--- src/rtl/core/hrhpe_pkg.sv ---
// Shared types, constants and helpers for the HTTP host/path extractor.
// Holds the parser state layout, method and Host key tables, and the case fold.
// No dependencies.
`timescale 1ns / 1ps
`default_nettype none

package hrhpe_pkg;

    // Buffer sizes; stored lengths saturate at size minus one
    localparam int PATH_CAP = 256;
    localparam int HOST_CAP = 256;
    localparam logic [7:0] PATH_MAX = 8'(PATH_CAP - 1);
    localparam logic [7:0] HOST_MAX = 8'(HOST_CAP - 1);

    localparam int NUM_METHODS = 8;
    localparam int LEAD_LIMIT  = 8;

    // Byte kind codes
    localparam logic [1:0] KIND_OTHER = 2'd0;
    localparam logic [1:0] KIND_PATH  = 2'd1;
    localparam logic [1:0] KIND_HOST  = 2'd2;

    localparam logic [7:0] CHAR_SPACE = 8'h20;
    localparam logic [7:0] CHAR_CR    = 8'h0d;
    localparam logic [7:0] CHAR_LF    = 8'h0a;
    localparam logic [7:0] CHAR_NUL   = 8'h00;

    // Request methods, lower case, trailing space included; unused slots are zero
    localparam logic [7:0] METHOD_CHARS [NUM_METHODS][LEAD_LIMIT] = '{
        '{"g", "e", "t", " ", 8'h00, 8'h00, 8'h00, 8'h00},
        '{"p", "o", "s", "t", " ", 8'h00, 8'h00, 8'h00},
        '{"p", "u", "t", " ", 8'h00, 8'h00, 8'h00, 8'h00},
        '{"d", "e", "l", "e", "t", "e", " ", 8'h00},
        '{"h", "e", "a", "d", " ", 8'h00, 8'h00, 8'h00},
        '{"o", "p", "t", "i", "o", "n", "s", " "},
        '{"c", "o", "n", "n", "e", "c", "t", " "},
        '{"p", "a", "t", "c", "h", " ", 8'h00, 8'h00}
    };
    localparam logic [3:0] METHOD_LEN [NUM_METHODS] = '{
        4'd4, 4'd5, 4'd4, 4'd7, 4'd5, 4'd8, 4'd8, 4'd6
    };

    // "\r\nHost:" in lower case; last slot is never reached
    localparam int HOST_KEY_LEN = 7;
    localparam logic [7:0] HOST_KEY [8] = '{
        8'h0d, 8'h0a, "h", "o", "s", "t", ":", 8'h00
    };

    typedef enum logic [2:0] {
        URL_BEFORE = 3'b001,
        URL_IN     = 3'b010,
        URL_AFTER  = 3'b100
    } url_phase_t;

    typedef enum logic [3:0] {
        HOST_SEARCH = 4'b0001,
        HOST_SKIP   = 4'b0010,
        HOST_IN     = 4'b0100,
        HOST_CLOSED = 4'b1000
    } host_phase_t;

    typedef struct packed {
        logic [3:0]  lead_count;
        logic [7:0]  method_alive;
        url_phase_t  url_phase;
        logic [7:0]  path_count;
        logic        path_before_crlf;
        logic        crlf_seen;
        logic        prev_was_cr;
        logic [2:0]  host_match_step;
        host_phase_t host_phase;
        logic [7:0]  host_count;
        logic        zero_seen;
    } state_t;

    localparam state_t STATE_RESET = '{
        lead_count:       4'd0,
        method_alive:     8'hff,
        url_phase:        URL_BEFORE,
        path_count:       8'd0,
        path_before_crlf: 1'b0,
        crlf_seen:        1'b0,
        prev_was_cr:      1'b0,
        host_match_step:  3'd0,
        host_phase:       HOST_SEARCH,
        host_count:       8'd0,
        zero_seen:        1'b0
    };

    typedef struct packed {
        logic [1:0] byte_kind;
        logic [7:0] byte_position;
        logic       method_found;
        logic       path_ok;
        logic [7:0] path_len;
        logic       host_ok;
        logic [7:0] host_len;
    } result_t;

    // ASCII upper to lower case
    function automatic logic [7:0] fold(input logic [7:0] c);
        logic [7:0] r;
        r = c;
        if (c >= "A" && c <= "Z")
            r = c + 8'd32;
        return r;
    endfunction

    // Some still-alive method has been matched in full
    function automatic logic method_hit(input logic [7:0] alive, input logic [3:0] lead);
        logic hit;
        hit = 1'b0;
        for (int m = 0; m < NUM_METHODS; m++)
            if (alive[m] && lead >= METHOD_LEN[m])
                hit = 1'b1;
        return hit;
    endfunction

endpackage

`default_nettype wire

--- src/rtl/core/hrhpe_step.sv ---
// Per-byte parser step: next parser state and tag for one payload byte.
// Pure combinational logic; depends on hrhpe_pkg.
`timescale 1ns / 1ps
`default_nettype none

module hrhpe_step (
    input  hrhpe_pkg::state_t  st,
    input  logic [7:0]         byte_value,
    input  logic               last_byte,
    output hrhpe_pkg::state_t  st_next,
    output hrhpe_pkg::result_t res
);

    always_comb
    begin
        hrhpe_pkg::state_t s;
        logic [7:0] fb;
        logic       path_cand;
        logic       host_cand;
        logic       found;
        logic [1:0] kind;
        logic [7:0] pos;

        s         = st;
        fb        = hrhpe_pkg::fold(byte_value);
        path_cand = 1'b0;
        host_cand = 1'b0;
        kind      = hrhpe_pkg::KIND_OTHER;
        pos       = 8'd0;

        if (!s.zero_seen)
        begin
            // method matching over the leading bytes
            if (s.lead_count < 4'(hrhpe_pkg::LEAD_LIMIT))
            begin
                for (int m = 0; m < hrhpe_pkg::NUM_METHODS; m++)
                    if (s.method_alive[m] && s.lead_count < hrhpe_pkg::METHOD_LEN[m] &&
                        fb != hrhpe_pkg::METHOD_CHARS[m][s.lead_count[2:0]])
                        s.method_alive[m] = 1'b0;
                s.lead_count = s.lead_count + 4'd1;
            end

            if (byte_value == hrhpe_pkg::CHAR_NUL)
            begin
                s.zero_seen = 1'b1;
            end
            else
            begin
                // request line: path lies between first and second space
                unique case (s.url_phase)
                    hrhpe_pkg::URL_BEFORE:
                    begin
                        if (byte_value == hrhpe_pkg::CHAR_SPACE)
                            s.url_phase = hrhpe_pkg::URL_IN;
                    end
                    hrhpe_pkg::URL_IN:
                    begin
                        if (byte_value == hrhpe_pkg::CHAR_SPACE)
                        begin
                            s.url_phase        = hrhpe_pkg::URL_AFTER;
                            s.path_before_crlf = !s.crlf_seen;
                        end
                        else
                        begin
                            path_cand = 1'b1;
                        end
                    end
                    hrhpe_pkg::URL_AFTER:
                    begin
                    end
                    default:
                    begin
                    end
                endcase

                // first CRLF
                if (byte_value == hrhpe_pkg::CHAR_LF && s.prev_was_cr)
                    s.crlf_seen = 1'b1;
                s.prev_was_cr = (byte_value == hrhpe_pkg::CHAR_CR);

                // Host header search and field capture
                unique case (s.host_phase)
                    hrhpe_pkg::HOST_SEARCH:
                    begin
                        if (fb == hrhpe_pkg::HOST_KEY[s.host_match_step])
                        begin
                            if (s.host_match_step == 3'(hrhpe_pkg::HOST_KEY_LEN - 1))
                            begin
                                s.host_match_step = 3'd0;
                                s.host_phase      = hrhpe_pkg::HOST_SKIP;
                            end
                            else
                            begin
                                s.host_match_step = s.host_match_step + 3'd1;
                            end
                        end
                        else
                        begin
                            // a CR restarts the key one step in
                            s.host_match_step = (byte_value == hrhpe_pkg::CHAR_CR) ? 3'd1 : 3'd0;
                        end
                    end
                    hrhpe_pkg::HOST_SKIP:
                    begin
                        s.host_phase = hrhpe_pkg::HOST_IN;
                    end
                    hrhpe_pkg::HOST_IN:
                    begin
                        if (byte_value == hrhpe_pkg::CHAR_CR)
                            s.host_phase = hrhpe_pkg::HOST_CLOSED;
                        else
                            host_cand = 1'b1;
                    end
                    hrhpe_pkg::HOST_CLOSED:
                    begin
                    end
                    default:
                    begin
                    end
                endcase

                // tag; host wins over path on overlap
                found = hrhpe_pkg::method_hit(s.method_alive, s.lead_count);
                if (found && host_cand)
                begin
                    if (s.host_count < hrhpe_pkg::HOST_MAX)
                    begin
                        kind         = hrhpe_pkg::KIND_HOST;
                        pos          = s.host_count;
                        s.host_count = s.host_count + 8'd1;
                    end
                end
                else if (found && path_cand)
                begin
                    if (s.path_count < hrhpe_pkg::PATH_MAX)
                    begin
                        kind         = hrhpe_pkg::KIND_PATH;
                        pos          = s.path_count;
                        s.path_count = s.path_count + 8'd1;
                    end
                end
            end
        end

        // result from the updated state
        found             = hrhpe_pkg::method_hit(s.method_alive, s.lead_count);
        res.byte_kind     = kind;
        res.byte_position = pos;
        res.method_found  = found;
        res.path_ok       = found && s.path_before_crlf && s.crlf_seen;
        res.path_len      = s.path_count;
        res.host_ok       = found && (s.host_phase == hrhpe_pkg::HOST_CLOSED);
        res.host_len      = s.host_count;

        // packet end returns the parser to its reset state
        st_next = last_byte ? hrhpe_pkg::STATE_RESET : s;
    end

endmodule

`default_nettype wire

--- src/rtl/core/http_request_host_path_extractor_top.sv ---
// Top level of the HTTP request-line / Host-header byte tagger.
// Input register, parser step (hrhpe_step), result register; uses hrhpe_pkg.
// Throughput: one byte per cycle while out_stall is low; the parser state feeds back through its own register.
// Reset: rst_n clears both valid flags and returns the parser state to start-of-packet.
`timescale 1ns / 1ps
`default_nettype none

module http_request_host_path_extractor_top (
    input  logic       clk,
    input  logic       rst_n,
    // input channel
    input  logic       in_valid,
    output logic       in_stall,
    input  logic [7:0] byte_value,
    input  logic       last_byte,
    // output channel
    output logic       out_valid,
    input  logic       out_stall,
    output logic [7:0] out_byte,
    output logic [1:0] byte_kind,
    output logic [7:0] byte_position,
    output logic       packet_done,
    output logic       method_found,
    output logic       path_ok,
    output logic [7:0] path_len,
    output logic       host_ok,
    output logic [7:0] host_len
);

    logic               in_valid_reg;
    logic [7:0]         in_byte_reg;
    logic               in_last_reg;
    hrhpe_pkg::state_t  state_reg;
    hrhpe_pkg::state_t  state_next;
    hrhpe_pkg::result_t res_next;
    hrhpe_pkg::result_t res_reg;
    logic               out_valid_reg;
    logic [7:0]         out_byte_reg;
    logic               out_last_reg;
    logic               out_free;
    logic               advance;

    // handshake
    assign out_free = !out_valid_reg || !out_stall;
    assign advance  = in_valid_reg && out_free;
    assign in_stall = in_valid_reg && !out_free;

    // input register
    always_ff @(posedge clk or negedge rst_n)
    begin
        if (!rst_n)
            in_valid_reg <= 1'b0;
        else if (in_valid && !in_stall)
            in_valid_reg <= 1'b1;
        else if (advance)
            in_valid_reg <= 1'b0;
    end

    always_ff @(posedge clk)
    begin
        if (in_valid && !in_stall)
        begin
            in_byte_reg <= byte_value;
            in_last_reg <= last_byte;
        end
    end

    // parser step
    hrhpe_step u_step (
        .st         (state_reg),
        .byte_value (in_byte_reg),
        .last_byte  (in_last_reg),
        .st_next    (state_next),
        .res        (res_next)
    );

    // parser state
    always_ff @(posedge clk or negedge rst_n)
    begin
        if (!rst_n)
            state_reg <= hrhpe_pkg::STATE_RESET;
        else if (advance)
            state_reg <= state_next;
    end

    // result register
    always_ff @(posedge clk or negedge rst_n)
    begin
        if (!rst_n)
            out_valid_reg <= 1'b0;
        else if (advance)
            out_valid_reg <= 1'b1;
        else if (!out_stall)
            out_valid_reg <= 1'b0;
    end

    always_ff @(posedge clk)
    begin
        if (advance)
        begin
            res_reg      <= res_next;
            out_byte_reg <= in_byte_reg;
            out_last_reg <= in_last_reg;
        end
    end

    assign out_valid     = out_valid_reg;
    assign out_byte      = out_byte_reg;
    assign packet_done   = out_last_reg;
    assign byte_kind     = res_reg.byte_kind;
    assign byte_position = res_reg.byte_position;
    assign method_found  = res_reg.method_found;
    assign path_ok       = res_reg.path_ok;
    assign path_len      = res_reg.path_len;
    assign host_ok       = res_reg.host_ok;
    assign host_len      = res_reg.host_len;

endmodule

`default_nettype wire

--- config.mk ---
export PLATFORM = sky130hd
export DESIGN_NAME = http_request_host_path_extractor_top
export DESIGN_NICKNAME = d
export VERILOG_FILES = /design/src/rtl/core/hrhpe_pkg.sv /design/src/rtl/core/hrhpe_step.sv /design/src/rtl/core/http_request_host_path_extractor_top.sv
export SDC_FILE = /design/constraint.sdc
export NUM_CORES = 1
export LEC_CHECK = 0
export ABC_AREA = 1
export BUFFER_PORTS_ARGS = -buffer_cell sky130_fd_sc_hd__buf_2
export CORE_MARGIN = 1
export CORE_UTILIZATION = 60
export CTS_CLUSTER_DIAMETER = 50
export DETAILED_ROUTE_END_ITERATION = 12
export PLACE_DENSITY = 0.81
export SKIP_CTS_REPAIR_TIMING = 1
export SLEW_MARGIN = 20
export SYNTH_ARGS = -nofsm -noshare
export SYNTH_HDL_FRONTEND = slang
export SYNTH_SLANG_ARGS = --single-unit
--- constraint.sdc ---
create_clock -name clk -period 2.8 [get_ports clk]
set_input_delay 0.28 -clock clk [delete_from_list [all_inputs] [get_ports clk]]
set_output_delay 0.28 -clock clk [all_outputs]
set_load 0.005 [all_outputs]
==> results of run 1 <==
==> worst max-delay path by stage <==
stage,startpoint,end,slack [ns],depth (start not counted)
2_1_floorplan,state_reg[38]$_DFFE_PN0P_,host_len[1]$_DFFE_PP_,0.25,20
3_3_place_gp,state_reg[38]$_DFFE_PN0P_,path_len[0]$_DFFE_PP_,-0.03,21
3_5_place_dp,state_reg[39]$_DFFE_PN0P_,path_len[3]$_DFFE_PP_,-0.11,22
4_1_cts,state_reg[38]$_DFFE_PN0P_,path_len[0]$_DFFE_PP_,-0.17,21
5_1_grt,in_byte_reg[5]$_DFFE_PP_,path_len[7]$_DFFE_PP_,-0.07,19
6_report,state_reg[38]$_DFFE_PN0P_,host_len[2]$_DFFE_PP_,0.03,18
==> metrics by stage <==
step	setup WS [ns]	hold slack [ns]	instance area, µm²	setup TNS (ns)	std cells
2_1_floorplan	0.253	-0.0156	5610	0	702
3_3_place_gp	-0.0265	0.456	6180	-0.0623	883
3_5_place_dp	-0.109	0.459	6180	-0.548	883
4_1_cts	-0.173	0.0754	6350	-1.20	898
5_1_grt	-0.0695	0.0748	6850	-0.513	925
6_report	0.0333	0.0855	6850	0	925
==> area by class of cell <==
type | count | area share
flip-flops and latches | 91 | 0.369
inverters | 92 | 0.0537
clock inverters | 6 | 0.00713
well taps | 108 | 0.0197
clock buffers | 9 | 0.0181
multi-input cells | 501 | 0.417
repair buffers | 118 | 0.115
==> power groups by stage <==
stage	clock (µW)	sequential, µW	combinational, µW
after floorplan	0	1680	817
after global placement	0	1690	1190
after detailed placement	0	1700	1210
after CTS	846	1670	1220
after global routing	897	1690	1710
final	848	1680	1560
==> cells by family after synthesis <==
| group | after synthesis | share of synthesized area |
|---|---|---|
| simple gates | 357 | 0.285 |
| buf+inv | 111 | 0.0872 |
| compound gates | 109 | 0.113 |
| flops | 91 | 0.450 |
| xor+xnor | 17 | 0.0265 |
| fa+ha+maj | 17 | 0.0379 |
==> cells in the final DEF (no fill, tap or decap), drive strengths merged, types with 3 or more instances in the layout <==
cell type / synthesis / final
clkbuf: 7 / 9
nand3: 52 / 53
nand4: 10 / 10
a31oi: 3 / 3
nand2: 199 / 199
nand3b: 3 / 3
inv: 92 / 95
and2: 3 / 3
dfstp: 10 / 10
nor2: 75 / 75
a21oi: 16 / 16
dfrtp: 34 / 34
o22ai: 20 / 20
o21ai: 61 / 61
buf: 12 / 117
nor4: 6 / 6
xor2: 15 / 15
nor3: 8 / 8
edfxtp: 47 / 47
ha: 17 / 17
==> layer usage <==
| metal | vias to the layer above | global-route usage |
|---|---|---|
| met2 | 319 | 0.489 |
| met3 | 39 | 0.0631 |
| li1 | 2544 | - |
| met1 | 2557 | 0.426 |
| met5 | - | 0 |
| met4 | 0 | 0.119 |
==> worst register-to-register path, cell delays in order (launching register included) <==
cell and delay [ns]:
dfrtp_2 0.46, buf_6 0.15, ha_4 0.18, nor2_2 0.12
nand2_1 0.06, a21oi_1 0.15, nand3_1 0.14, nor2_1 0.17
nand3_1 0.10, nand2_1 0.10, nand2_1 0.08, nand2_2 0.08
nand2_2 0.05, nand2_2 0.10, nor2_4 0.05, nor2_8 0.16
nand2_4 0.10, o21ai_1 0.17, nand2_1 0.10
==> flow_metrics.tcl, run 1 <==
set metrics [dict create \
    highest_layer "met4" \
    core_area_mm2 0.00889 \
    power.total_uw 4090 \
    final_core_util 0.770 \
    grt_max_degree 51 \
    synthFlopType "edfxtp_1" \
    place_congestion 0.963 \
    drtAntennaViolNets 0 \
    antennaDiodeCount 0 \
    clk_pin_slew_ns 0.10 \
    synth.distinct_cells 44 \
    netlist_area_mm2 0.00561 \
    die_y_um 98.7 \
    fin_nets 843 \
    syn-num-nets 732 \
    numCtsBuffers 9 \
    p_sw_uw 1560 \
    end_kind "register" \
    clock-sinks 91 \
    synth.most_common_cell "nand2_1" \
    antenna_found_initial 0 \
    wl_met3_um 1570 \
    slew_violations 0 \
    ff2ff_setup_slack_ns 0.03 \
    leakage_uw 0.00321 \
    ff2ff_path_depth 18 \
    drt_iter0_markers 593 \
    fp.dieArea_mm2 0.00974 \
    routedWlPerCell_um 17.0 \
    pwr-share-seq 0.411 \
    vias_per_cell 5.90 \
    swShare 0.382 \
    cts_max_level 3 \
    report.final.setup_viol 0 \
    start_util 0.631 \
    fmax_ghz 0.361 \
    grt_pass1_wl_um 23800 \
    dpl.hpwl_um 10600 \
    ys_ff_latch 91 \
    cts_tree "done" \
    root_buffer "clkbuf_8" \
    synthArstFlopShare 0.484 \
    comb_power_share 0.382 \
    grt_overflow 0 \
    grt_setup_unrepaired "true" \
    reg2reg_from "state_reg[38]$_DFFE_PN0P_" \
    nFillCells 601 \
    ys_top_cells_by_count "192 x nand2_1, 76 x inv_1, 70 x nor2_1" \
    power_per_cell_area_mw_per_mm2 598 \
    cap_violations 0 \
    synth_cells 702 \
    syn_avg_cell_area_um2 7.99 \
    synth_area_leaders "edfxtp_1 25%, dfrtp_1 15%, nand2_1 13%" \
    synth_top_area_cell "edfxtp_1" \
    arrival_ns 2.89 \
    port_buffers 52 \
    r2r-end "host_len[2]$_DFFE_PP_" \
    cp_cell_sequence "buf_6, ha_4, nor2_2, nand2_1, a21oi_1, nand3_1, nor2_1, nand3_1, nand2_1, nand2_1, nand2_2, nand2_2, nand2_2, nor2_4, nor2_8, nand2_4, o21ai_1, nand2_1" \
    slew_headroom 0.546 \
    crit_type "register to register" \
    num_vias 5459 \
    fin_crit_sh 0.988 \
    gr-usage-all-layers 0.310 \
    routed-wl-met2_um 7450 \
    critPathMaxStageDelay_ns 0.46 \
    fin_crit_ns 2.77 \
    clock_latency_ns 0.37 \
    crit_top_cell "nand2_1" \
    rows 34 \
    cp.required_ns 2.92 \
    synthDominantCellAreaShare 0.252 \
    cp_slowest_cell "dfrtp_2" \
    multiInputGateArea_mm2 0.00286 \
    largest_reg_flops 42 \
    drc 0 \
    cp_max_fo 5 \
    grt_pass1_vias 4987 \
    drt_wl_total_um 15800 \
    ir_worst_vdd_mv 0.416 \
    syn2layout_area_growth_pct 22.0 \
    hold_viol_final 0 \
    synth_edf_count 47 \
    seq_area_frac_synth 0.450 \
    seq_area_mm2 0.00253 \
    whs_path_depth 1 \
    die_w_um 98.7 \
    p_clk_frac 0.207 \
    startpoint_type "register" \
    finClkSkew_ns 0.0112 \
    hold_end "in_byte_reg[6]$_DFFE_PP_" \
    critical-path-top-delay-family "simple AND/OR/NAND/NOR gates" \
    synth-warning-count 0 \
    status "finished clean" \
    io_pins 53 \
    cp_num_buf_inv 1 \
    drive_gt1_frac 0.282 \
    p_int_uw 2530 \
    min_path_type "input pin to register" \
    hp-start "byte_value[6]" \
    m1WireLength_um 6350 \
    clk_path_buf_depth 2 \
    tightest_slew_ns 0.681 \
    dr.pass1.iters 5 \
]
(Power assumes the default switching activity.)
==> run 2: changes to the inputs <==
CORE_UTILIZATION = 61   (was 60)
SYNTH_HIERARCHICAL = 1   (was unset)
==> flow_metrics.tcl, run 2 <==
set metrics [dict create \
    status "finished with violations" \
    violations "setup timing" \
    fin_nets 925 \
    synth_cells 811 \
    largest_reg_flops 42 \
    numCtsBuffers 9 \
    drc 0 \
    clk_path_buf_depth 2 \
    synth_compound_area_frac 0.0679 \
    synth_top_family_by_area "simple AND/OR/NAND/NOR gates" \
    synthFlopType "edfxtp_1" \
    seq_area_frac_synth 0.410 \
    routedWlPerCell_um 16.1 \
    syn_avg_cell_area_um2 7.58 \
    antennaDiodeCount 0 \
    synth.most_common_cell "nand2_1" \
    antenna_found_initial 0 \
    design_area_mm2 0.00708 \
    drtAntennaViolNets 0 \
    synthDominantCellAreaShare 0.229 \
    p_sw_uw 1380 \
    grt_pass1_vias 5398 \
    synth-warning-count 6 \
    cp_max_fo 8 \
    final_common_cell "nand2_1" \
    drt_wl_total_um 16600 \
    slew_headroom 0.592 \
    p_clk_frac 0.237 \
    ir_worst_vdd_mv 0.560 \
    power_per_cell_area_mw_per_mm2 537 \
    end_kind "register" \
    startpoint_type "register" \
    swShare 0.365 \
    start_util 0.629 \
    ys_ff_latch 91 \
    cts_tree "done" \
    ys_top_cells_by_count "253 x nand2_1, 90 x nand3_1, 78 x inv_1" \
    fin_crit_ns 2.81 \
    cap_violations 0 \
    dpl-instance-area_mm2 0.00666 \
    clock_latency_ns 0.38 \
    synthMuxAreaShare 0.00163 \
    report.final.setup_viol 1 \
    gr-usage-all-layers 0.324 \
    grt_overflow 0 \
    core_area_mm2 0.00977 \
    synthXorXnorAreaFrac 0.0199 \
    syn2layout_area_growth_pct 15.0 \
    place_inst 1007 \
    final_cell_mix "240 x nand2_1, 88 x nand3_1, 75 x inv_1, 72 x nor2_1, 51 x buf_2" \
    pwr-share-seq 0.436 \
    tightest_slew_ns 0.608 \
    cts_max_level 3 \
    arrival_ns 3.13 \
    fp.dieArea_mm2 0.0105 \
    io_pins 53 \
    rows 36 \
    fmax_ghz 0.356 \
    hold_viol_final 0 \
    die_w_um 102 \
    fin_crit_sh 1.00 \
    grt_pass1_wl_um 25900 \
    place_congestion 0.942 \
    vias_per_cell 5.76 \
    slew_violations 0 \
    drt_iter0_markers 550 \
    synthArstFlopShare 0.484 \
    netlist_area_mm2 0.00615 \
    finalNonFillerCells 1033 \
    synth_edf_count 47 \
    num_vias 5950 \
    dr.pass1.iters 6 \
    dpl.hpwl_um 11600 \
    synthAdderAreaFrac 0.0346 \
    clk_pin_slew_ns 0.10 \
    clock-sinks 91 \
    grt_setup_unrepaired "true" \
    finClkSkew_ns 0.0133 \
    cp.required_ns 3.12 \
    synth_top_area_cell "edfxtp_1" \
    die_y_um 102 \
    crit_type "register to register" \
    synth_simple_gate_area_share 0.368 \
    comb_power_share 0.327 \
    power.total_uw 3800 \
    synth_area_leaders "edfxtp_1 23%, nand2_1 15%, dfrtp_1 14%" \
    root_buffer "clkbuf_8" \
    grt_max_degree 45 \
    min_path_type "input pin to register" \
    leakage_uw 0.00357 \
    syn-num-nets 841 \
    synth.distinct_cells 49 \
    port_buffers 52 \
    drive_gt1_frac 0.242 \
    setup_slack_ns -0.00784 \
    p_int_uw 2410 \
]
==> run 2: cell types whose count changed after synthesis, sizes merged, moves of 7 or more <==
cell | before | now
nand2 | 199 | 273
nand3 | 52 | 96
o21ai | 61 | 31
o22ai | 20 | 7
buf | 12 | 24
nand4 | 10 | 17
nor2 | 75 | 82
==> run 2: power groups by stage <==
stage | registers, µW | logic (µW) | clock network [µW]
2_1_floorplan | 1650 | 822 | 0
3_3_place_gp | 1660 | 1090 | 0
3_5_place_dp | 1670 | 1120 | 0
4_1_cts | 1640 | 1130 | 916
5_1_grt | 1670 | 1380 | 956
6_report | 1660 | 1240 | 898
==> run 2: cell type report <==
type / count / area (µm²)
Clock buffer: 9 / 124
Timing Repair inverter: 1 / 5.00
Tap cell: 133 / 166
Inverter: 97 / 384
Multi-Input combinational cell: 594 / 3140
Timing Repair Buffer: 101 / 657
Clock inverter: 7 / 68.8
Sequential cell: 91 / 2530
Fill cell: 817 / 2700
==> run 2: path summary, 6_finish.rpt <==
kind / slack [ns] / to / start / cells after the start
worst min register to register: 0.48 / state_reg[34]$_DFFE_PN1P_ / state_reg[34]$_DFFE_PN1P_ / 2
worst max register to register: -0.008 / state_reg[7]$_DFFE_PN0P_ / state_reg[38]$_DFFE_PN0P_ / 20
worst min-delay path: 0.06 / in_byte_reg[1]$_DFFE_PP_ / byte_value[1] / 1
worst max-delay path: -0.008 / state_reg[7]$_DFFE_PN0P_ / state_reg[38]$_DFFE_PN0P_ / 20
max in group asynchronous: 1.94 / state_reg[40]$_DFFE_PN0P_ / rst_n / 2
min in group asynchronous: 0.43 / state_reg[3]$_DFFE_PN0P_ / rst_n / 2
==> run 2: kinds of logic (layout without fill, tap and decap cells) <==
| group | Yosys count | after routing |
|---|---|---|
| multiplexers | 1 | 1 |
| flip-flops | 91 | 91 |
| AND/OR/NAND/NOR | 490 | 490 |
| adder cells (fa/ha/maj) | 17 | 17 |
| buffers and inverters | 126 | 215 |
| AO/OA/AOI/OAI | 72 | 72 |
| XOR/XNOR | 14 | 14 |
==> run 2: stage by stage <==
step / hold slack (ns) / setup slack (ns) / util / TNS (ns)
6_report: 0.0629 / -0.00784 / 0.724 / -0.00784
3_3_place_gp: 0.457 / 0.0383 / 0.682 / 0
3_5_place_dp: 0.459 / -0.0601 / 0.682 / -0.240
2_1_floorplan: -0.0156 / 0.228 / - / 0
4_1_cts: 0.0473 / -0.0737 / 0.701 / -0.662
5_1_grt: 0.0468 / -0.204 / 0.724 / -4.28
==> run 2: critical path, cell delays in order (launching register included) <==
cell and delay [ns]:
dfrtp_2 0.47, inv_4 0.07, ha_4 0.29, nand3_2 0.09
a22oi_1 0.16, nand4_1 0.20, nor2_1 0.14, nand2_1 0.06
nand2_1 0.09, nand2_1 0.08, nand2_2 0.09, nand2_2 0.06
nand2_4 0.10, nor2_8 0.06, nor2_8 0.18, nand3_2 0.11
nand2_2 0.12, nand2_2 0.06, nor2_1 0.12, nand3_1 0.09
nand2_1 0.09
==> run 2: routing by layer <==
metal,up-vias,track usage,part of all wire
met1,2764,0.443,0.42
li1,2805,-,-
met3,41,0.0691,0.094
met4,0,0.0890,0.020
met5,-,0,0
met2,340,0.522,0.47
